===== config.mk =====
export PLATFORM = sky130hd
export DESIGN_NAME = textured_wall_column_texel_gen
export DESIGN_NICKNAME = d
export VERILOG_FILES = /design/src/rtl/core/twc_pkg.sv /design/src/rtl/core/twc_queue.sv /design/src/rtl/core/twc_front.sv /design/src/rtl/core/twc_back.sv /design/src/rtl/core/textured_wall_column_texel_gen.sv
export SDC_FILE = /design/constraint.sdc
export NUM_CORES = 2
export LEC_CHECK = 0
export BUFFER_PORTS_ARGS = -buffer_cell sky130_fd_sc_hd__buf_2
export CORE_UTILIZATION = 50
export CTS_CLUSTER_SIZE = 12
export DETAILED_ROUTE_END_ITERATION = 8
export HOLD_SLACK_MARGIN = 0.03
export PLACE_DENSITY = 0.68
export REMOVE_ABC_BUFFERS = 1
export SLEW_MARGIN = 10
export SYNTH_ARGS = -nofsm -noshare
export SYNTH_HDL_FRONTEND = slang
export SYNTH_HIERARCHICAL = 1
export SYNTH_SLANG_ARGS = --single-unit

===== constraint.sdc =====
create_clock -name aclk -period 13.8 [get_ports aclk]
set_clock_uncertainty 0.05 [all_clocks]
set_input_delay 3.45 -clock aclk [delete_from_list [all_inputs] [get_ports aclk]]
set_output_delay 3.45 -clock aclk [all_outputs]
set_load 0.01 [all_outputs]

===== src/rtl/core/twc_pkg.sv =====
`timescale 1ns / 1ps
// Shared types, constants and helpers for the textured wall column texel generator.
// No dependencies.
package twc_pkg;

    localparam int SCREEN_WIDTH  = 1024;
    localparam int SCREEN_HEIGHT = 1024;
    localparam int FRAC_BITS     = 16;

    localparam int COORD_W    = 10;
    localparam int TEX_DIM_W  = 11;
    localparam int TEX_DIM_MAX = 1024;
    localparam int LH_W       = 16;
    localparam int RAY_W      = 21;
    localparam int POS_W      = 24;
    localparam int DIST_W     = 24;
    localparam int CFG_IDX_W  = 3;

    localparam int S_TDATA_W  = 168;
    localparam int M_TDATA_W  = 48;

    // Signed row offset: row*256 - SCREEN_HEIGHT*128 + lh*128
    localparam int ROW_OFF_W  = 26;
    localparam int MAG_W      = ROW_OFF_W - 1;
    localparam int DIV_STEPS  = TEX_DIM_W;
    localparam int NUM_W      = MAG_W + TEX_DIM_W;
    localparam int REM_W      = NUM_W - DIV_STEPS;
    localparam int DSR_W      = LH_W + 8;
    localparam int CNT_W      = $clog2(DIV_STEPS + 1);

    localparam int QUEUE_DEPTH = 2;
    localparam int QPTR_W      = $clog2(QUEUE_DEPTH);

    localparam logic OP_SETUP = 1'b0;
    localparam logic OP_ROW   = 1'b1;

    localparam logic [1:0] TEX_WEST  = 2'd0;
    localparam logic [1:0] TEX_EAST  = 2'd1;
    localparam logic [1:0] TEX_NORTH = 2'd2;
    localparam logic [1:0] TEX_SOUTH = 2'd3;

    typedef struct packed {
        logic [COORD_W-1:0]          screen_x;
        logic [COORD_W-1:0]          screen_y;
        logic [1:0]                  tex_sel;
        logic [COORD_W-1:0]          texel_x;
        logic [TEX_DIM_W-1:0]        tex_h;
        logic [LH_W-1:0]             line_h;
        logic signed [ROW_OFF_W-1:0] row_off;
        logic                        last;
    } job_t;

    typedef enum logic [2:0] {
        F_IDLE,
        F_MUL,
        F_ADD,
        F_SCALE,
        F_FIN
    } f_state_t;

    typedef enum logic [2:0] {
        B_IDLE,
        B_MUL,
        B_CHK,
        B_DIV,
        B_CLAMP,
        B_OUT
    } b_state_t;

    function automatic logic [TEX_DIM_W-1:0] tex_dim(input logic [TEX_DIM_W-1:0] v);
        logic [TEX_DIM_W-1:0] r;
        r = v;
        if (v == '0) begin
            r = TEX_DIM_W'(1);
        end else if (v > TEX_DIM_W'(TEX_DIM_MAX)) begin
            r = TEX_DIM_W'(TEX_DIM_MAX);
        end
        return r;
    endfunction

endpackage


===== src/rtl/core/twc_queue.sv =====
`timescale 1ns / 1ps
// Short job queue between the front and back parts.
// Depends on twc_pkg (job_t, QUEUE_DEPTH).
module twc_queue import twc_pkg::*; (
    input  logic aclk,
    input  logic aresetn,
    input  logic push,
    input  job_t push_job,
    output logic full,
    input  logic pop,
    output job_t pop_job,
    output logic empty
);

    job_t              mem_reg [QUEUE_DEPTH];
    logic [QPTR_W-1:0] wr_ptr_reg;
    logic [QPTR_W-1:0] rd_ptr_reg;
    logic [QPTR_W:0]   count_reg;
    logic [QPTR_W:0]   count_next;

    assign full    = (count_reg == (QPTR_W+1)'(QUEUE_DEPTH));
    assign empty   = (count_reg == '0);
    assign pop_job = mem_reg[rd_ptr_reg];

    always_comb begin
        count_next = count_reg;
        if (push && !pop) begin
            count_next = count_reg + 1'b1;
        end else if (pop && !push) begin
            count_next = count_reg - 1'b1;
        end
    end

    always_ff @(posedge aclk) begin
        if (!aresetn) begin
            wr_ptr_reg <= '0;
            rd_ptr_reg <= '0;
            count_reg  <= '0;
        end else begin
            count_reg <= count_next;
            if (push) begin
                wr_ptr_reg <= wr_ptr_reg + 1'b1;
            end
            if (pop) begin
                rd_ptr_reg <= rd_ptr_reg + 1'b1;
            end
        end
    end

    always_ff @(posedge aclk) begin
        if (push) begin
            mem_reg[wr_ptr_reg] <= push_job;
        end
    end

endmodule


===== src/rtl/core/twc_front.sv =====
`timescale 1ns / 1ps
// Front part: texture registers, column setup pipeline and row tick issue.
// Depends on twc_pkg; feeds twc_queue with row jobs.
module twc_front import twc_pkg::*; (
    input  logic                  aclk,
    input  logic                  aresetn,
    input  logic                  s_tvalid,
    output logic                  s_tready,
    input  logic [S_TDATA_W-1:0]  s_tdata,
    input  logic                  s_tuser,
    input  logic                  cfg_valid,
    output logic                  cfg_ready,
    input  logic [CFG_IDX_W-1:0]  cfg_index,
    input  logic [TEX_DIM_W-1:0]  cfg_data,
    output logic                  q_push,
    output job_t                  q_job,
    input  logic                  q_full
);

    f_state_t state_reg, state_next;

    logic [TEX_DIM_W-1:0] tex_w_reg [4];
    logic [TEX_DIM_W-1:0] tex_h_reg [4];

    logic [COORD_W-1:0] active_column_reg;
    logic [1:0]         chosen_texture_reg;
    logic [COORD_W-1:0] column_texel_reg;
    logic [LH_W-1:0]    held_line_height_reg;
    logic [COORD_W-1:0] current_row_reg;
    logic [COORD_W-1:0] final_row_reg;
    logic               span_active_reg;

    logic [DIST_W-1:0]        dist_reg;
    logic signed [RAY_W-1:0]  ray_reg;
    logic [FRAC_BITS-1:0]     pos_lo_reg;
    logic [TEX_DIM_W-1:0]     w_reg;
    logic                     mirror_reg;
    logic [2*FRAC_BITS-1:0]   prod_reg;
    logic [2*FRAC_BITS-1:0]   wall_reg;
    logic [COORD_W-1:0]       tx_raw_reg;

    logic                     s_fire;
    logic [COORD_W-1:0]       in_column;
    logic                     in_side;
    logic signed [RAY_W-1:0]  in_rx;
    logic signed [RAY_W-1:0]  in_ry;
    logic [POS_W-1:0]         in_px;
    logic [POS_W-1:0]         in_py;
    logic [DIST_W-1:0]        in_dist;
    logic [LH_W-1:0]          in_lh;
    logic [COORD_W-1:0]       in_s0;
    logic [COORD_W-1:0]       in_s1;

    logic [1:0]               sel;
    logic                     mirror;
    logic [COORD_W-1:0]       s1_sat;
    logic signed [DIST_W+RAY_W:0] product;
    logic [2*FRAC_BITS+TEX_DIM_W-1:0] scaled;
    logic [TEX_DIM_W-1:0]     tx_m;
    logic [TEX_DIM_W-1:0]     tx_fin;
    logic                     row_fire;

    assign in_column = s_tdata[9:0];
    assign in_side   = s_tdata[10];
    assign in_rx     = s_tdata[31:11];
    assign in_ry     = s_tdata[52:32];
    assign in_px     = s_tdata[76:53];
    assign in_py     = s_tdata[100:77];
    assign in_dist   = s_tdata[124:101];
    assign in_lh     = s_tdata[140:125];
    assign in_s0     = s_tdata[150:141];
    assign in_s1     = s_tdata[160:151];

    assign cfg_ready = 1'b1;
    assign s_tready  = (state_reg == F_IDLE) && !q_full;
    assign s_fire    = s_tvalid && s_tready;
    assign row_fire  = s_fire && (s_tuser == OP_ROW) && span_active_reg;

    always_comb begin
        if (!in_side) begin
            sel = in_rx[RAY_W-1] ? TEX_WEST : TEX_EAST;
        end else begin
            sel = in_ry[RAY_W-1] ? TEX_NORTH : TEX_SOUTH;
        end
    end

    assign mirror = (!in_side && in_rx[RAY_W-1])
                 || (in_side && !in_ry[RAY_W-1] && (in_ry != '0));
    assign s1_sat = ({2'b0, in_s1} > 12'(SCREEN_HEIGHT - 1))
                  ? COORD_W'(SCREEN_HEIGHT - 1) : in_s1;

    assign product = $signed({1'b0, dist_reg}) * ray_reg;
    assign scaled  = (2*FRAC_BITS+TEX_DIM_W)'(wall_reg)
                   * (2*FRAC_BITS+TEX_DIM_W)'(w_reg);
    assign tx_m    = mirror_reg ? (w_reg - {1'b0, tx_raw_reg} - 1'b1)
                                : {1'b0, tx_raw_reg};
    assign tx_fin  = (tx_m >= w_reg) ? (w_reg - 1'b1) : tx_m;

    always_comb begin
        q_push           = row_fire;
        q_job.screen_x   = active_column_reg;
        q_job.screen_y   = current_row_reg;
        q_job.tex_sel    = chosen_texture_reg;
        q_job.texel_x    = column_texel_reg;
        q_job.tex_h      = tex_dim(tex_h_reg[chosen_texture_reg]);
        q_job.line_h     = held_line_height_reg;
        q_job.row_off    = (ROW_OFF_W'(current_row_reg) << 8)
                         + (ROW_OFF_W'(held_line_height_reg) << 7)
                         - ROW_OFF_W'(SCREEN_HEIGHT * 128);
        q_job.last       = (current_row_reg >= final_row_reg);
    end

    always_comb begin
        state_next = state_reg;
        case (state_reg)
            F_IDLE: begin
                if (s_fire && (s_tuser == OP_SETUP)) begin
                    state_next = F_MUL;
                end
            end
            F_MUL:   state_next = F_ADD;
            F_ADD:   state_next = F_SCALE;
            F_SCALE: state_next = F_FIN;
            F_FIN:   state_next = F_IDLE;
            default: state_next = F_IDLE;
        endcase
    end

    always_ff @(posedge aclk) begin
        if (!aresetn) begin
            state_reg <= F_IDLE;
        end else begin
            state_reg <= state_next;
        end
    end

    always_ff @(posedge aclk) begin
        if (!aresetn) begin
            for (int i = 0; i < 4; i++) begin
                tex_w_reg[i] <= TEX_DIM_W'(64);
                tex_h_reg[i] <= TEX_DIM_W'(64);
            end
        end else if (cfg_valid && cfg_ready) begin
            if (cfg_index[0]) begin
                tex_h_reg[cfg_index[2:1]] <= cfg_data;
            end else begin
                tex_w_reg[cfg_index[2:1]] <= cfg_data;
            end
        end
    end

    always_ff @(posedge aclk) begin
        if (!aresetn) begin
            active_column_reg    <= '0;
            chosen_texture_reg   <= '0;
            column_texel_reg     <= '0;
            held_line_height_reg <= LH_W'(1);
            current_row_reg      <= '0;
            final_row_reg        <= '0;
            span_active_reg      <= 1'b0;
        end else begin
            if (s_fire && (s_tuser == OP_SETUP)) begin
                active_column_reg    <= in_column;
                chosen_texture_reg   <= sel;
                held_line_height_reg <= (in_lh == '0) ? LH_W'(1) : in_lh;
                current_row_reg      <= in_s0;
                final_row_reg        <= s1_sat;
                span_active_reg      <= (in_s0 <= s1_sat)
                                     && ({3'b0, in_column} < 13'(SCREEN_WIDTH));
            end else if (row_fire) begin
                if (q_job.last) begin
                    span_active_reg <= 1'b0;
                end else begin
                    current_row_reg <= current_row_reg + 1'b1;
                end
            end
            if (state_reg == F_FIN) begin
                column_texel_reg <= tx_fin[COORD_W-1:0];
            end
        end
    end

    always_ff @(posedge aclk) begin
        if (s_fire && (s_tuser == OP_SETUP)) begin
            dist_reg   <= in_dist;
            ray_reg    <= in_side ? in_rx : in_ry;
            pos_lo_reg <= in_side ? in_px[FRAC_BITS-1:0] : in_py[FRAC_BITS-1:0];
            w_reg      <= tex_dim(tex_w_reg[sel]);
            mirror_reg <= mirror;
        end
        if (state_reg == F_MUL) begin
            prod_reg <= product[2*FRAC_BITS-1:0];
        end
        if (state_reg == F_ADD) begin
            wall_reg <= prod_reg + {pos_lo_reg, {FRAC_BITS{1'b0}}};
        end
        if (state_reg == F_SCALE) begin
            tx_raw_reg <= scaled[2*FRAC_BITS+COORD_W-1:2*FRAC_BITS];
        end
    end

endmodule


===== src/rtl/core/twc_back.sv =====
`timescale 1ns / 1ps
// Back part: texel row by multiply and radix-2 division, then the output register.
// Depends on twc_pkg; drains twc_queue.
module twc_back import twc_pkg::*; (
    input  logic                 aclk,
    input  logic                 aresetn,
    output logic                 q_pop,
    input  job_t                 q_job,
    input  logic                 q_empty,
    output logic                 m_tvalid,
    input  logic                 m_tready,
    output logic [M_TDATA_W-1:0] m_tdata,
    output logic                 m_tlast
);

    b_state_t state_reg, state_next;

    job_t                 job_reg;
    logic [NUM_W-1:0]     num_reg;
    logic                 neg_reg;
    logic [REM_W-1:0]     rem_reg;
    logic [DIV_STEPS-1:0] nlo_reg;
    logic [DIV_STEPS-1:0] quo_reg;
    logic [CNT_W-1:0]     cnt_reg;
    logic [COORD_W-1:0]   ty_reg;

    logic                 out_valid_reg;
    logic [M_TDATA_W-1:0] out_data_reg;
    logic                 out_last_reg;

    logic                 load_out;
    logic                 over;
    logic [REM_W:0]       trial;
    logic [REM_W:0]       divisor;
    logic                 fits;
    logic [TEX_DIM_W-1:0] th_m1;

    assign m_tvalid = out_valid_reg;
    assign m_tdata  = out_data_reg;
    assign m_tlast  = out_last_reg;

    assign th_m1   = job_reg.tex_h - 1'b1;
    assign over    = num_reg >= (NUM_W'(job_reg.line_h) << (8 + DIV_STEPS));
    assign trial   = {rem_reg, nlo_reg[DIV_STEPS-1]};
    assign divisor = (REM_W+1)'({job_reg.line_h, 8'b0});
    assign fits    = trial >= divisor;

    always_comb begin
        state_next = state_reg;
        q_pop      = 1'b0;
        load_out   = 1'b0;
        case (state_reg)
            B_IDLE: begin
                if (!q_empty) begin
                    q_pop      = 1'b1;
                    state_next = B_MUL;
                end
            end
            B_MUL: state_next = B_CHK;
            B_CHK: begin
                if (neg_reg || over) begin
                    state_next = B_OUT;
                end else begin
                    state_next = B_DIV;
                end
            end
            B_DIV: begin
                if (cnt_reg == CNT_W'(1)) begin
                    state_next = B_CLAMP;
                end
            end
            B_CLAMP: state_next = B_OUT;
            B_OUT: begin
                if (!out_valid_reg || m_tready) begin
                    load_out   = 1'b1;
                    state_next = B_IDLE;
                end
            end
            default: state_next = B_IDLE;
        endcase
    end

    always_ff @(posedge aclk) begin
        if (!aresetn) begin
            state_reg     <= B_IDLE;
            out_valid_reg <= 1'b0;
        end else begin
            state_reg <= state_next;
            if (load_out) begin
                out_valid_reg <= 1'b1;
            end else if (m_tready) begin
                out_valid_reg <= 1'b0;
            end
        end
    end

    always_ff @(posedge aclk) begin
        if (q_pop) begin
            job_reg <= q_job;
        end
        case (state_reg)
            B_MUL: begin
                num_reg <= NUM_W'(job_reg.row_off[MAG_W-1:0]) * NUM_W'(job_reg.tex_h);
                neg_reg <= job_reg.row_off[ROW_OFF_W-1];
            end
            B_CHK: begin
                rem_reg <= num_reg[NUM_W-1:DIV_STEPS];
                nlo_reg <= num_reg[DIV_STEPS-1:0];
                quo_reg <= '0;
                cnt_reg <= CNT_W'(DIV_STEPS);
                if (neg_reg) begin
                    ty_reg <= '0;
                end else begin
                    ty_reg <= th_m1[COORD_W-1:0];
                end
            end
            B_DIV: begin
                rem_reg <= fits ? REM_W'(trial - divisor) : trial[REM_W-1:0];
                quo_reg <= {quo_reg[DIV_STEPS-2:0], fits};
                nlo_reg <= nlo_reg << 1;
                cnt_reg <= cnt_reg - 1'b1;
            end
            B_CLAMP: begin
                ty_reg <= (quo_reg >= job_reg.tex_h) ? th_m1[COORD_W-1:0]
                                                     : quo_reg[COORD_W-1:0];
            end
            default: begin
            end
        endcase
        if (load_out) begin
            out_data_reg <= {6'b0, ty_reg, job_reg.texel_x, job_reg.tex_sel,
                             job_reg.screen_y, job_reg.screen_x};
            out_last_reg <= job_reg.last;
        end
    end

endmodule


===== src/rtl/core/textured_wall_column_texel_gen.sv =====
`timescale 1ns / 1ps
// Top level of the raycaster wall column texel generator.
// Depends on twc_pkg, twc_front, twc_queue and twc_back.
//
// Usage:
//   Input items arrive on s_t*: s_tuser is the opcode (0 column setup, 1 row
//   tick). A setup item latches the column, picks the wall texture and forms
//   the texel column; it yields no output. Each row tick with a span active
//   yields one output item on m_t* carrying screen x/y, texture select and
//   texel x/y; m_tlast marks the last row of the span. A row tick with no
//   span active yields nothing.
//   Texture sizes are written on the cfg_* channel (index 0..7: west width,
//   west height, east, north, south likewise); write only while idle.
// Flow:
//   A setup item occupies the front through its multiply, add, scale and
//   mirror steps. A row tick is taken and queued while the front is idle
//   and the queue has room. The back works on one row at a time, using the
//   11-step radix-2 division for the texel row, and pops the next row only once the last is in the output register.
//   A two-entry queue sits between front and back.
// Reset (aresetn low, synchronous) clears the span, restores all texture
// sizes to 64 and empties the queue and output register. When the receiver
// holds m_tready low, the output register holds its item, the back waits,
// and the front keeps taking row ticks until the queue fills.
module textured_wall_column_texel_gen import twc_pkg::*; (
    input  logic                 aclk,
    input  logic                 aresetn,
    input  logic                 s_tvalid,
    output logic                 s_tready,
    // column[9:0] hit_side[10] ray_x[31:11] ray_y[52:32] player_x[76:53]
    // player_y[100:77] wall_distance[124:101] line_h[140:125]
    // span_start[150:141] span_end[160:151], zero fill above
    input  logic [S_TDATA_W-1:0] s_tdata,
    // opcode[0]
    input  logic                 s_tuser,
    input  logic                 cfg_valid,
    output logic                 cfg_ready,
    input  logic [CFG_IDX_W-1:0] cfg_index,
    input  logic [TEX_DIM_W-1:0] cfg_data,
    output logic                 m_tvalid,
    input  logic                 m_tready,
    // screen_x[9:0] screen_y[19:10] texture_select[21:20] texel_x[31:22]
    // texel_y[41:32], zero fill above
    output logic [M_TDATA_W-1:0] m_tdata,
    output logic                 m_tlast
);

    logic q_push;
    logic q_full;
    logic q_pop;
    logic q_empty;
    job_t push_job;
    job_t pop_job;

    twc_front u_front (
        .aclk      (aclk),
        .aresetn   (aresetn),
        .s_tvalid  (s_tvalid),
        .s_tready  (s_tready),
        .s_tdata   (s_tdata),
        .s_tuser   (s_tuser),
        .cfg_valid (cfg_valid),
        .cfg_ready (cfg_ready),
        .cfg_index (cfg_index),
        .cfg_data  (cfg_data),
        .q_push    (q_push),
        .q_job     (push_job),
        .q_full    (q_full)
    );

    twc_queue u_queue (
        .aclk     (aclk),
        .aresetn  (aresetn),
        .push     (q_push),
        .push_job (push_job),
        .full     (q_full),
        .pop      (q_pop),
        .pop_job  (pop_job),
        .empty    (q_empty)
    );

    twc_back u_back (
        .aclk     (aclk),
        .aresetn  (aresetn),
        .q_pop    (q_pop),
        .q_job    (pop_job),
        .q_empty  (q_empty),
        .m_tvalid (m_tvalid),
        .m_tready (m_tready),
        .m_tdata  (m_tdata),
        .m_tlast  (m_tlast)
    );

    a_setup_blocks: assert property (@(posedge aclk) disable iff (!aresetn)
        (s_tvalid && s_tready && (s_tuser == OP_SETUP)) |=> !s_tready)
        else $error("front took an item during column setup");

    a_no_overflow: assert property (@(posedge aclk) disable iff (!aresetn)
        q_push |-> !q_full)
        else $error("row job pushed into a full queue");

    a_no_underflow: assert property (@(posedge aclk) disable iff (!aresetn)
        q_pop |-> !q_empty)
        else $error("row job popped from an empty queue");

    a_pad_zero: assert property (@(posedge aclk) disable iff (!aresetn)
        m_tvalid |-> (m_tdata[M_TDATA_W-1:42] == '0))
        else $error("output fill bits not zero");

endmodule


==> flow_summary.toml <==
[yosys]
synth-edff-count = 634
yosys_warnings = 6
synth_top_area_frac = 0.3042
synth.most_common_cell = "inv_1"
synth.area.mux_share = 0.03547
synth_area_um2 = 62580
synth_ff_type = "edfxtp_1"
synth_cell_types = 97
yosys.area_share.simple = 0.1358
synth_compound_area_frac = 0.05627
synth-seq-cells = 707
synth_top_family_by_area = "adder cells"
synthArstFlopShare = 0
synth_xor_area_frac = 0.02393
synthAdderAreaFrac = 0.3402
synth.avg_cell_area_um2 = 10.76
seq_area_frac_synth = 0.3276
yosysTopAreaCell = "edfxtp_1"
syn_inst = 5816
synth.area.top_cells = "edfxtp_1, fa_1, ha_1"
yosys-top-cells-count = "inv_1, nand2_1, fa_1, edfxtp_1, and2_1"

[worst_setup_path]
regToRegStartpoint = "u_front/ray_reg[6]"
end_kind = "register"
r2r_end = "u_front/prod_reg[25]"
worst-setup-path-type = "reg2reg"
cp_max_fo = 24
critical-path-max-stage-delay_ns = 1.08
startpoint_type = "register"
crit_buf_inv = 3
cp_common_cell = "fa_1"
regToRegSetupSlack_ns = 6.28
cp_cell_sequence = "nand2_1, fa_1, fa_1, fa_1, fa_1, inv_1, fa_1, fa_1, inv_1, fa_1, inv_1, ha_1, a21oi_1, o2111ai_1, a211oi_1, nor2_1, a31oi_1, o21bai_1, a21oi_1, xnor2_1"
startpoint = "u_front/ray_reg[6]"
endpoint = "u_front/prod_reg[25]"
reg2regPathDepth = 20
critPathTopFamily = "adder cells"
cp.depth = 20
critPathSlowestCell = "edfxtp_1"
cp.required_ns = 14.16
arrival_ns = 7.88

[clock_network]
clk_latency_ns = 0.67
cts_tree = "built"
postCtsHoldBufs = 0
cts-buffers-inserted = 79
h-tree-depth = 3
cts.sink_count = 707
clk_pin_slew_worst_paths_ns = 0.06
cts_resized = 0
post_cts_buffers = 0
cts_root_buf = "clkbuf_16"
clock_path_buffers = 3

[grt]
grt_pass1_vias = 43710
grt_max_degree = 67
antenna_found_initial = 2
grt_pass1_wl_um = 231000
grt_overflow = 0
grt_util_all_layers = 0.2313

[routing]
num_vias = 41220
vias_per_cell = 5.428
ant_nets = 0
drtIter0Drc = 2680
wl_um = 141600
routedWlPerCell_um = 18.65
first_pass_iters = 7
drc = 12

[floorplan]
die_w_um = 355.8
start_util = 0.5048
die_h_um = 355.8
ios = 240
dieArea_um2 = 126600
num_rows = 129
core_area_um2 = 124000

[timing]
tightest_slew_ns = 1.202
finalHoldViolCount = 0
fmax_mhz = 133.0
period_share = 0.5447
finalMaxSlewViolations = 0
rsz0062_at_grt = "false"
max_slew_margin = 0.1987
hold_ws_ns = 0.3589
setup_violations = 0
min_period_ns = 7.516
finalSetupTns_ns = 0
setup_slack_ns = 6.284

[layout]
area_delta_synth_final_pct = 7.916
nNetsFinal = 7286
largest_reg_flops = 172
fillers = 10630
drive_gt1_frac = 0.09625

[placement]
place_ws_ns = 6.383
place_congestion = 0.8690
port-buffer-count = 209
dp.final_hpwl_um = 104300

[status]
violations = "design-rule violations"
status = "finished, violations left"

[min_path]
min_path_type = "reg2reg"

[run]
cap_violations = 0
[cells by family (layout without fill, tap and decap cells)]
kind of cell / after synthesis / after routing
buffers and inverters: 1293 / 1419
xor gates and xnor gates: 171 / 171
muxes: 165 / 165
AOI/OAI and AO/OA: 534 / 534
DFF: 707 / 707
other: 3 / 18
and+or+nand+nor: 1733 / 1733
adders and majority gates: 1210 / 1210
[layout by cell type (no fill, tap or decap), types with 31 or more instances in the layout]
cell type  count
and3_1        31
and2_1       530
mux2_2        84
a21oi_1      174
o21ai_0       85
dfxtp_1       72
xor2_1        45
nor2_1       101
a21o_1        62
xnor2_1      126
buf_4         50
inv_1       1012
ha_1         391
nor2b_1       37
nand2_1      839
fa_1         819
buf_2        209
clkbuf_16     79
edfxtp_1     634
nand3_1       40
mux2_4        40
[cell type report]
| class | count | area (um^2) | area share |
|---|---|---|---|
| multi-input combinational | 3827 | 37130 | 0.5499 |
| tap | 1637 | 2048 | 0.03033 |
| clock buffer | 111 | 2147 | 0.03179 |
| antenna | 4 | 10.01 | 0.0001482 |
| inverter | 1014 | 3809 | 0.05640 |
| clock inverter | 35 | 459.2 | 0.006800 |
| sequential | 707 | 20500 | 0.3036 |
| timing repair buffer | 259 | 1421 | 0.02105 |
[how the worst min path moves through the flow]
stage | from | end | slack [ns] | cells after the start
after floorplan | u_back/job_reg[76] | u_back/m_tdata[0] | 0.35 | 0
after global placement | u_back/job_reg[81] | u_back/m_tdata[5] | 0.35 | 0
after detailed placement | u_back/job_reg[63] | u_back/m_tdata[31] | 0.35 | 0
after CTS | u_front/prod_reg[9] | u_front/wall_reg[9] | 0.36 | 0
after global routing | u_front/prod_reg[9] | u_front/wall_reg[9] | 0.37 | 0
final | u_front/prod_reg[9] | u_front/wall_reg[9] | 0.36 | 0
[per-layer routing]
layer | up-vias | share of wire | track usage
li1 | 18650 | - | -
met3 | 269 | 0.058 | 0.03124
met5 | - | 0.000099 | 0
met1 | 21030 | 0.43 | 0.3140
met4 | 2 | 0.029 | 0.06824
met2 | 1274 | 0.48 | 0.3875
[through the flow]
step	cell area, um^2	instances	utilization
floorplan	61380	5548	-
CTS	67510	7590	0.5447
detailed placement	64910	7444	0.5236
global placement	64910	7444	0.5236
global route	67520	7590	0.5447
finish	67530	7594	0.5448
Power is not shown: default switching activity piles up to over one toggle a cycle in this logic, so the estimate is an artifact.
